<file path="src/sv/tdwf_pkg.sv">
//------------------------------------------------------------------------------
// tdwf_pkg
// shared types and constants for the tag duplicate window filter
//------------------------------------------------------------------------------
`timescale 1ns / 1ps

package tdwf_pkg;
	localparam int TableDepthDef = 256;
	localparam int KeyBytesDef   = 32;
	localparam int KeyWords      = 4;
	localparam int InBytes       = 32;
	localparam logic [15:0] HitsMax = 16'hffff;

	localparam logic [1:0] REQ_TAG   = 2'd0;
	localparam logic [1:0] REQ_TICK  = 2'd1;
	localparam logic [1:0] REQ_CLEAR = 2'd2;

	localparam logic [0:0] CFG_FILTER_ON = 1'b0;
	localparam logic [0:0] CFG_WINDOW    = 1'b1;

	// entry metadata as stored in the meta memory
	typedef struct packed {
		logic [5:0]  len;
		logic [15:0] hits;
		logic [15:0] remaining;
	} meta_t;

	// mask of the valid bytes of 64-bit key word w for a key of len bytes
	function automatic logic [63:0] word_mask(input logic [5:0] len, input int w);
		logic [63:0] m;
		m = '0;
		for (int b = 0; b < 8; b++) begin
			if (int'(len) > w * 8 + b) begin
				m[b*8 +: 8] = 8'hff;
			end
		end
		return m;
	endfunction
endpackage

</file>
<file path="src/sv/tdwf_ctrl.sv">
//------------------------------------------------------------------------------
// tdwf_ctrl
// sequencer walking the ring for lookup, append and aging compaction
//------------------------------------------------------------------------------
`timescale 1ns / 1ps

module tdwf_ctrl #(
	parameter int TABLE_DEPTH = 256,
	parameter int KEY_BYTES   = 32,
	parameter int AW          = 8,
	parameter int CW          = 9
) (
	input  logic                   clk,
	input  logic                   arst_n,
	input  logic                   start,
	output logic                   busy,
	input  logic [1:0]             req_type,
	input  logic [5:0]             key_len,
	input  logic [255:0]           key_in,
	input  logic                   filter_on,
	input  logic [15:0]            window_ticks,
	output logic [AW-1:0]          rd_addr,
	input  logic [255:0]           rd_key,
	input  tdwf_pkg::meta_t        rd_meta,
	output logic                   wr_en,
	output logic [AW-1:0]          wr_addr,
	output logic [255:0]           wr_key,
	output tdwf_pkg::meta_t        wr_meta,
	output logic                   done,
	output logic                   pass_tag,
	output logic [15:0]            seen_count,
	output logic                   evicted,
	output logic [8:0]             expired_count,
	output logic [8:0]             occupancy
);
	import tdwf_pkg::*;

	localparam int LenCap = (KEY_BYTES < InBytes) ? KEY_BYTES : InBytes;
	localparam logic [CW-1:0] Depth = CW'(TABLE_DEPTH);

	typedef enum logic [4:0] {
		ST_IDLE = 5'b00001,
		ST_READ = 5'b00010,
		ST_CMP  = 5'b00100,
		ST_AGE  = 5'b01000,
		ST_DONE = 5'b10000
	} state_t;

	state_t        state_q;
	logic          tick_q;
	logic [5:0]    len_q;
	logic [255:0]  key_q;
	logic [CW-1:0] idx_q;
	logic [CW-1:0] kept_q;
	logic [CW-1:0] held_q;
	logic [AW-1:0] oldest_q;
	logic          hit_q;
	logic [15:0]   seen_q;
	logic          evict_q;
	logic [CW-1:0] exp_q;
	logic          pass_q;

	function automatic logic [AW-1:0] slot(input logic [AW-1:0] base, input logic [CW-1:0] pos);
		logic [CW:0] s;
		s = {1'b0, {(CW-AW){1'b0}}, base} + {1'b0, pos};
		if (s >= {1'b0, Depth}) begin
			s = s - {1'b0, Depth};
		end
		return s[AW-1:0];
	endfunction

	logic [5:0]   cap_len;
	logic [255:0] masked_key;
	always_comb begin
		cap_len = (int'(key_len) > LenCap) ? 6'(LenCap) : key_len;
		for (int w = 0; w < KeyWords; w++) begin
			masked_key[w*64 +: 64] = key_in[w*64 +: 64] & word_mask(cap_len, w);
		end
	end

	logic match;
	assign match = (rd_meta.len == len_q) && (rd_key == key_q);

	assign busy = (state_q != ST_IDLE);
	assign rd_addr = slot(oldest_q, idx_q);

	always_comb begin
		wr_en   = 1'b0;
		wr_addr = slot(oldest_q, kept_q);
		wr_key  = rd_key;
		wr_meta = rd_meta;
		if (state_q == ST_CMP && match) begin
			wr_en   = 1'b1;
			wr_addr = rd_addr;
			wr_meta.hits = (rd_meta.hits == HitsMax) ? HitsMax : rd_meta.hits + 16'd1;
		end else if (state_q == ST_AGE && rd_meta.remaining > 16'd1) begin
			wr_en = 1'b1;
			wr_meta.remaining = rd_meta.remaining - 16'd1;
		end else if (state_q == ST_DONE && !tick_q && !hit_q && pass_q && filter_on) begin
			// append at the tail (after any eviction)
			wr_en   = 1'b1;
			wr_addr = slot(oldest_q, held_q);
			wr_key  = key_q;
			wr_meta.len = len_q;
			wr_meta.hits = 16'd1;
			wr_meta.remaining = (window_ticks == 16'd0) ? 16'd1 : window_ticks;
		end
	end

	always_ff @(posedge clk or negedge arst_n) begin
		if (!arst_n) begin
			state_q  <= ST_IDLE;
			held_q   <= '0;
			oldest_q <= '0;
			done     <= 1'b0;
			idx_q    <= '0;
			kept_q   <= '0;
			tick_q   <= 1'b0;
			hit_q    <= 1'b0;
			pass_q   <= 1'b0;
		end else begin
			done <= 1'b0;
			case (state_q)
				ST_IDLE: begin
					if (start) begin
						len_q   <= cap_len;
						key_q   <= masked_key;
						idx_q   <= '0;
						kept_q  <= '0;
						hit_q   <= 1'b0;
						evict_q <= 1'b0;
						exp_q   <= '0;
						seen_q  <= '0;
						pass_q  <= 1'b0;
						tick_q  <= 1'b0;
						state_q <= ST_DONE;
						case (req_type)
							REQ_TAG: begin
								pass_q <= 1'b1;
								if (filter_on && held_q != '0) begin
									state_q <= ST_READ;
								end
							end
							REQ_TICK: begin
								tick_q <= 1'b1;
								if (filter_on && held_q != '0) begin
									state_q <= ST_READ;
								end
							end
							REQ_CLEAR: begin
								exp_q    <= held_q;
								held_q   <= '0;
								oldest_q <= '0;
							end
							default: ;
						endcase
					end
				end
				ST_READ: begin
					state_q <= tick_q ? ST_AGE : ST_CMP;
				end
				ST_CMP: begin
					if (match) begin
						hit_q   <= 1'b1;
						pass_q  <= 1'b0;
						seen_q  <= wr_meta.hits;
						state_q <= ST_DONE;
					end else if (idx_q + 1'b1 >= held_q) begin
						state_q <= ST_DONE;
					end else begin
						idx_q   <= idx_q + 1'b1;
						state_q <= ST_READ;
					end
				end
				ST_AGE: begin
					if (rd_meta.remaining > 16'd1) begin
						kept_q <= kept_q + 1'b1;
					end else begin
						exp_q <= exp_q + 1'b1;
					end
					if (idx_q + 1'b1 >= held_q) begin
						held_q  <= (rd_meta.remaining > 16'd1) ? kept_q + 1'b1 : kept_q;
						state_q <= ST_DONE;
					end else begin
						idx_q   <= idx_q + 1'b1;
						state_q <= ST_READ;
					end
				end
				ST_DONE: begin
					if (!tick_q && !hit_q && pass_q && filter_on) begin
						seen_q <= 16'd1;
						if (held_q >= Depth) begin
							evict_q  <= 1'b1;
							oldest_q <= slot(oldest_q, CW'(1));
						end else begin
							held_q <= held_q + 1'b1;
						end
					end
					done    <= 1'b1;
					state_q <= ST_IDLE;
				end
				default: state_q <= ST_IDLE;
			endcase
		end
	end

	// the eviction case writes to the slot about to become tail: with a full
	// ring slot(oldest, held) equals the oldest slot, which is the one dropped
	assign pass_tag      = pass_q;
	assign seen_count    = seen_q;
	assign evicted       = evict_q;
	assign expired_count = 9'(exp_q);
	assign occupancy     = 9'(held_q);
endmodule

</file>
<file path="config.mk">
export PLATFORM = sky130hd
export DESIGN_NAME = tdwf_ctrl
export DESIGN_NICKNAME = d
export VERILOG_FILES = /design/src/sv/tdwf_pkg.sv /design/src/sv/tdwf_ctrl.sv
export SDC_FILE = /design/constraint.sdc
export NUM_CORES = 1
export LEC_CHECK = 0
export BUFFER_PORTS_ARGS = -buffer_cell sky130_fd_sc_hd__buf_2
export CAP_MARGIN = 20
export CORE_AREA = 2 2 359 361
export CTS_CLUSTER_SIZE = 12
export DETAILED_ROUTE_END_ITERATION = 16
export DIE_AREA = 0 0 361 363
export SLEW_MARGIN = 20
export SYNTH_ARGS = -nofsm -noshare
export SYNTH_HDL_FRONTEND = slang
export SYNTH_SLANG_ARGS = --single-unit
</file>
<file path="constraint.sdc">
create_clock -name clk -period 12.21 [get_ports clk]
set_input_delay 0.6105 -clock clk [delete_from_list [all_inputs] [get_ports clk]]
set_output_delay 0.6105 -clock clk [all_outputs]
set_load 0.05 [all_outputs]
</file>
======== After elaboration in Yosys (flattened, before gate mapping) ========
Index checks and enable logic that the tools add are counted.
operators by class
  add/sub/neg operators ................... 14
  bitwise operators ....................... 4
  reduce and logical (&&, ||, !) cells .... 33
  equality and inequality tests ........... 20
  $lt $le $gt $ge ......................... 40
  muxes and demuxes ....................... 98
operator list
  cell                   count
  $mux 256               3
  $mux 8                 43
  $and 64x64->64         4
  $eq 256x256->1         1
  $mux 16                8
  $mux 9                 12
  $gt 6x5->1 const B     16
  $pmux 9 s3             2
  $gt 6x4->1 const B     8
  $pmux 16 s3            1
  $mux 38                1
  $add 9x1->9 const B    4
  $pmux 9 s2             2
  $sub 8x1->8 const B    4
  $add 8x9->10           3
  $ge 10x9->1 const B    3
  $mux 5                 5
  $gt 6x3->1 const B     4
  $mux 22                1
  $pmux 5 s4             1
  $ge 9x9->1 const B     2
  $add 16x1->16 const B  1
  $eq 16x16->1 const B   1
  $gt 16x1->1 const B    1
  other kinds (35)       78
storage, ports and cells
  input bits .............................. 578
  register bits ........................... 332

======== Depth between registers and ports, before layout ========
  depth in word-level cells ............... 10
  gate-level depth with buffers ........... 15

======== Least setup slack after synthesis ========
No wires, ideal clock.
  kind .................................... flip-flop to flip-flop
  start point ............................. register state_q[3]
  end point ............................... register key_q[0], enable pin
  slack ................................... -0.637 ns
  arrival ................................. 11.956 ns
  library setup time ...................... 0.891 ns
  buffers on the path ..................... 0
  period minus slack after synthesis ...... 12.847 ns
  cell stages (with the launch flop) ...... 6
  cells stage by stage .................... dfrtp_1 > nor3_1 > nand2_1 > inv_1 > nand2_1 > nor2_1
on the way
  cells in the longest elaborated chain, start to end .. 2
RTL lines
  element                     line              source
  start: declaration          tdwf_ctrl.sv:49   state_t state_q;
  start signal: assignment    tdwf_ctrl.sv:160  state_q <= tick_q ? ST_AGE : ST_CMP;
  $eq 5x1->1                  tdwf_ctrl.sv:123  case (state_q)
  $reduce_and 3->1 (no line)  --
  end signal: assignment      tdwf_ctrl.sv:127  key_q <= masked_key;
  end: declaration            tdwf_ctrl.sv:52   logic [255:0] key_q;
No other way between the ends.
A chain may end at the register's enable or synchronous reset.

==> summary.md <==
| Metric | Value |
|---|---|
| CTS clk-pin slew, worst paths | 0.07 ns |
| Vias after detailed routing | 23064 |
| Sequential fraction of the synthesis area | 0.4491 |
| Gate Count Post-Synth | approximately 2500 |
| Synth top area cells | edfxtp_1 (40%), nand2_1 (15%), xor2_1 (8.4%), dfrtp_1 (5.0%), nor2b_1 (4.8%) |
| Hold Slack | approximately 0.062 ns |
| Netlist Area Pre-Place | 21710 µm² |
| Post-synth top flop | edfxtp_1 |
| Syn nets | 3107 |
| Largest net degree at the start of global routing | 82 |
| Tmin final | 6.010 ns |
| Crit end category | primary output |
| Via density | 4.478 |
| Slew margin rel. | 0.1003 |
| Clk sinks | 332 |
| Post-layout power | about 4.6 mW |
| Initial antenna violation count | 95 |
| Power Density | 152.3 nW/µm² |
| DRT iter0 DRCs | 2163 |
| Final hold vios | 0 |
| Area share of the largest cell type after synthesis | 0.3984 |
| RSZ-0062 raised after global routing | no |
| Max-Cap Viols | 0 |
| CTS root buf | clkbuf_16 |
| Final nets | 4043 |
| Total track usage | 0.2254 |
| Max Fclk | 0.1664 GHz |
| Layout area overhead | 39.97% |
| Final Max Slew Viols | 0 |
| Setup_tns | 0 ns |
| Die footprint | 131000 µm² |
| Async SR Flop Fraction | 0.1325 |
| Worst Max-Slew Pin Slew | 1.337 ns |
| Setup bufs post-CTS | 0 |
| GR Overflow Total | 0 |
| Core area | 127000 µm² |
| H-tree levels | 2 |
| I/O Pins | ~930 |
| Initial core utilization | 0.1709 |
| Die Span Y | 363 µm |
| Drt drc | 0 |
| Crit path kind | reg -> out |
| Port-buffer cells | between 900 and 1000 |
| Cells after DPL | approximately 5000 |
| Final period util | 0.4922 |
| Slowest-stage cell, CP | nor4_1 |
| CP Max Fanout | 23 |
| Cell Rows | 131 |
| Worst Path Required | between 10 and 15 ns |
| Post-CTS sizing | 0 |
| TritonCTS buffer count | 50 |
| CP max stage delay | around 1.1 ns |
| Filler cell count | 14046 |
| CTS tree | done |
| Warnings, synthesis | 0 |
| Status | finished, final reports clean |
| Post-synth EDFFs | 288 |
| Number of detailed-route iterations in the first pass | 6 |
| Static leakage | approximately 14 nW |
| Worst Hold Class | in -> async |
| #FFs+latches synth | 332 |
| Crit path DAT | approximately 5.4 ns |
| Synth top cells by count | nand2_1 (876), edfxtp_1 (288), xor2_1 (208) |
| Worst VDD drop | between 0.1 and 0.15 mV |
| Total wire length | 154.0 mm |
| Final setup fails | 0 |
| Library cells used by synthesis | 74 |
| GP Congestion | 0.9555 |
| Worst Skew | 0.06334 ns |
| Crit start category | flop |
| Hold_buf cts | 0 |
| Crit path max-delay family | simple AND/OR/NAND/NOR gates |
| Clock Latency Late Sink | 0.69 ns |
| Width of the die | 361 µm |
| Avg Inst Size Synth | 8.729 µm² |
| Number of global-route vias before repair | 22247 |
| Layout cell share with drive strength beyond 1 | 0.3201 |
| Drt wl/cell | 29.90 µm |
| Top-count cell post-synth | nand2_1 |
| Final cell count without fillers | 5151 |
| Max clock buf depth | 3 |
| CP bufs+invs | 2 |
| ANT nets after route | 0 |
| CP cell instances | xor2_1 > nor4_1 > nand4_1 > nor4_2 > nand4_2 > or4_1 > buf_4 > nor2_2 > a311oi_1 > buf_2 |
| Dpl hpwl | 129.3 mm |
| Area leader, netlist | edfxtp_1 |
| First-pass GRT wire length | 199.0 mm |
through the flow:
stage	util	cell area (µm²)	setup slack (ns)
after floorplan	-	21710	3.803
after global placement	0.2251	28590	6.655
after detailed placement	0.2251	28600	6.736
after CTS	0.2387	30330	6.238
after global routing	0.2389	30340	6.186
final	0.2392	30390	6.200
sequential cells by signal, indices dropped and copies added (netlist names), 6 cells and up:
signal and cells:
expired_count 9, idx_q 9, kept_q 9, key_q 256, len_q 6, occupancy 9, oldest_q 8, seen_count 16
where the power goes:
group / internal (mW) / total, mW / switching (mW)
registers: 1.47 / 1.61 / 0.140
clock network: 0.903 / 1.57 / 0.664
logic: 0.361 / 1.45 / 1.09
cell families (layout without fill, tap and decap cells):
| logic type | count (synthesis) | count (layout) | synth area share |
|---|---|---|---|
| AO/OA/AOI/OAI | 236 | 236 | 0.07118 |
| XOR/XNOR | 299 | 299 | 0.1206 |
| adder cells (fa/ha/maj) | 42 | 42 | 0.02524 |
| buffers and inverters | 138 | 1116 | 0.02461 |
| flip-flops | 332 | 332 | 0.4491 |
| multiplexers | 9 | 9 | 0.004150 |
| other | 0 | 24 | 0 |
| AND/OR/NAND/NOR | 1431 | 1431 | 0.3051 |
per-layer routing:
| metal | wire, µm | GRT usage | vias up |
|---|---|---|---|
| li1 | - | - | 10360 |
| met1 | 63770 | 0.2861 | 11199 |
| met2 | 72520 | 0.3785 | 1204 |
| met3 | 12190 | 0.05210 | 239 |
| met4 | 5086 | 0.06867 | 62 |
| met5 | 429 | 0 | - |
cell type report:
cell class / count / area [µm²] / share of cell area
Tap cell: 1662 / 2079 / 0.06843
Clock inverter: 36 / 426.7 / 0.01404
Antenna cell: 24 / 60.06 / 0.001976
Timing Repair Buffer: 981 / 5047 / 0.1661
Multi-Input combinational cell: 2017 / 11570 / 0.3807
Inverter: 41 / 153.9 / 0.005064
Clock buffer: 58 / 1301 / 0.04282
Sequential cell: 332 / 9751 / 0.3209
cell usage in the layout, fill, tap and decap left out, types with 6 or more instances in the layout:
cell and count:
clkinv_2 10, clkinvlp_4 6, bufinv_16 6, ha_1 39
a221o_1 6, xnor2_1 91, a211oi_1 8, buf_4 55
xor2_1 207, clkinv_1 6, nand4_1 40, edfxtp_1 288
nor4_1 56, o211ai_1 10, nor4_2 8, and3_1 18
a21oi_1 56, clkbuf_1 6, buf_2 926, nor2b_1 165
dfrtp_1 43, diode_2 24, mux2i_1 9, o22ai_1 6
nor3_1 25, inv_1 39, or3_1 6, nand3_1 35
a31oi_1 6, clkbuf_16 50, nand2b_1 9, nand2_1 875
a21o_1 14, nor2_1 53, o21ai_0 61, a311oi_1 6
and2_1 108
worst paths after layout:
check	from	slack (ns)	endpoint	cells after the start
min	arst_n	0.06	done	2
min in group clk	key_in[50]	0.19	key_q[50]	2
max in group asynchronous	arst_n	11.72	occupancy[0]	2
min reg2reg	tick_q	0.49	state_q[2]	1
max	key_q[49]	6.20	wr_meta[23]	10
max reg2reg	key_q[49]	6.99	seen_count[7]	8
worst register-to-register path, delay by kind of cell, from the launching register on:
family          cells  cell delay, ns
xor+xnor            1            0.24
flops               1            0.43
buf+inv             1            0.27
compound gates      1            0.91
simple gates        5            2.94
Power figures use the tool's default switching activity.
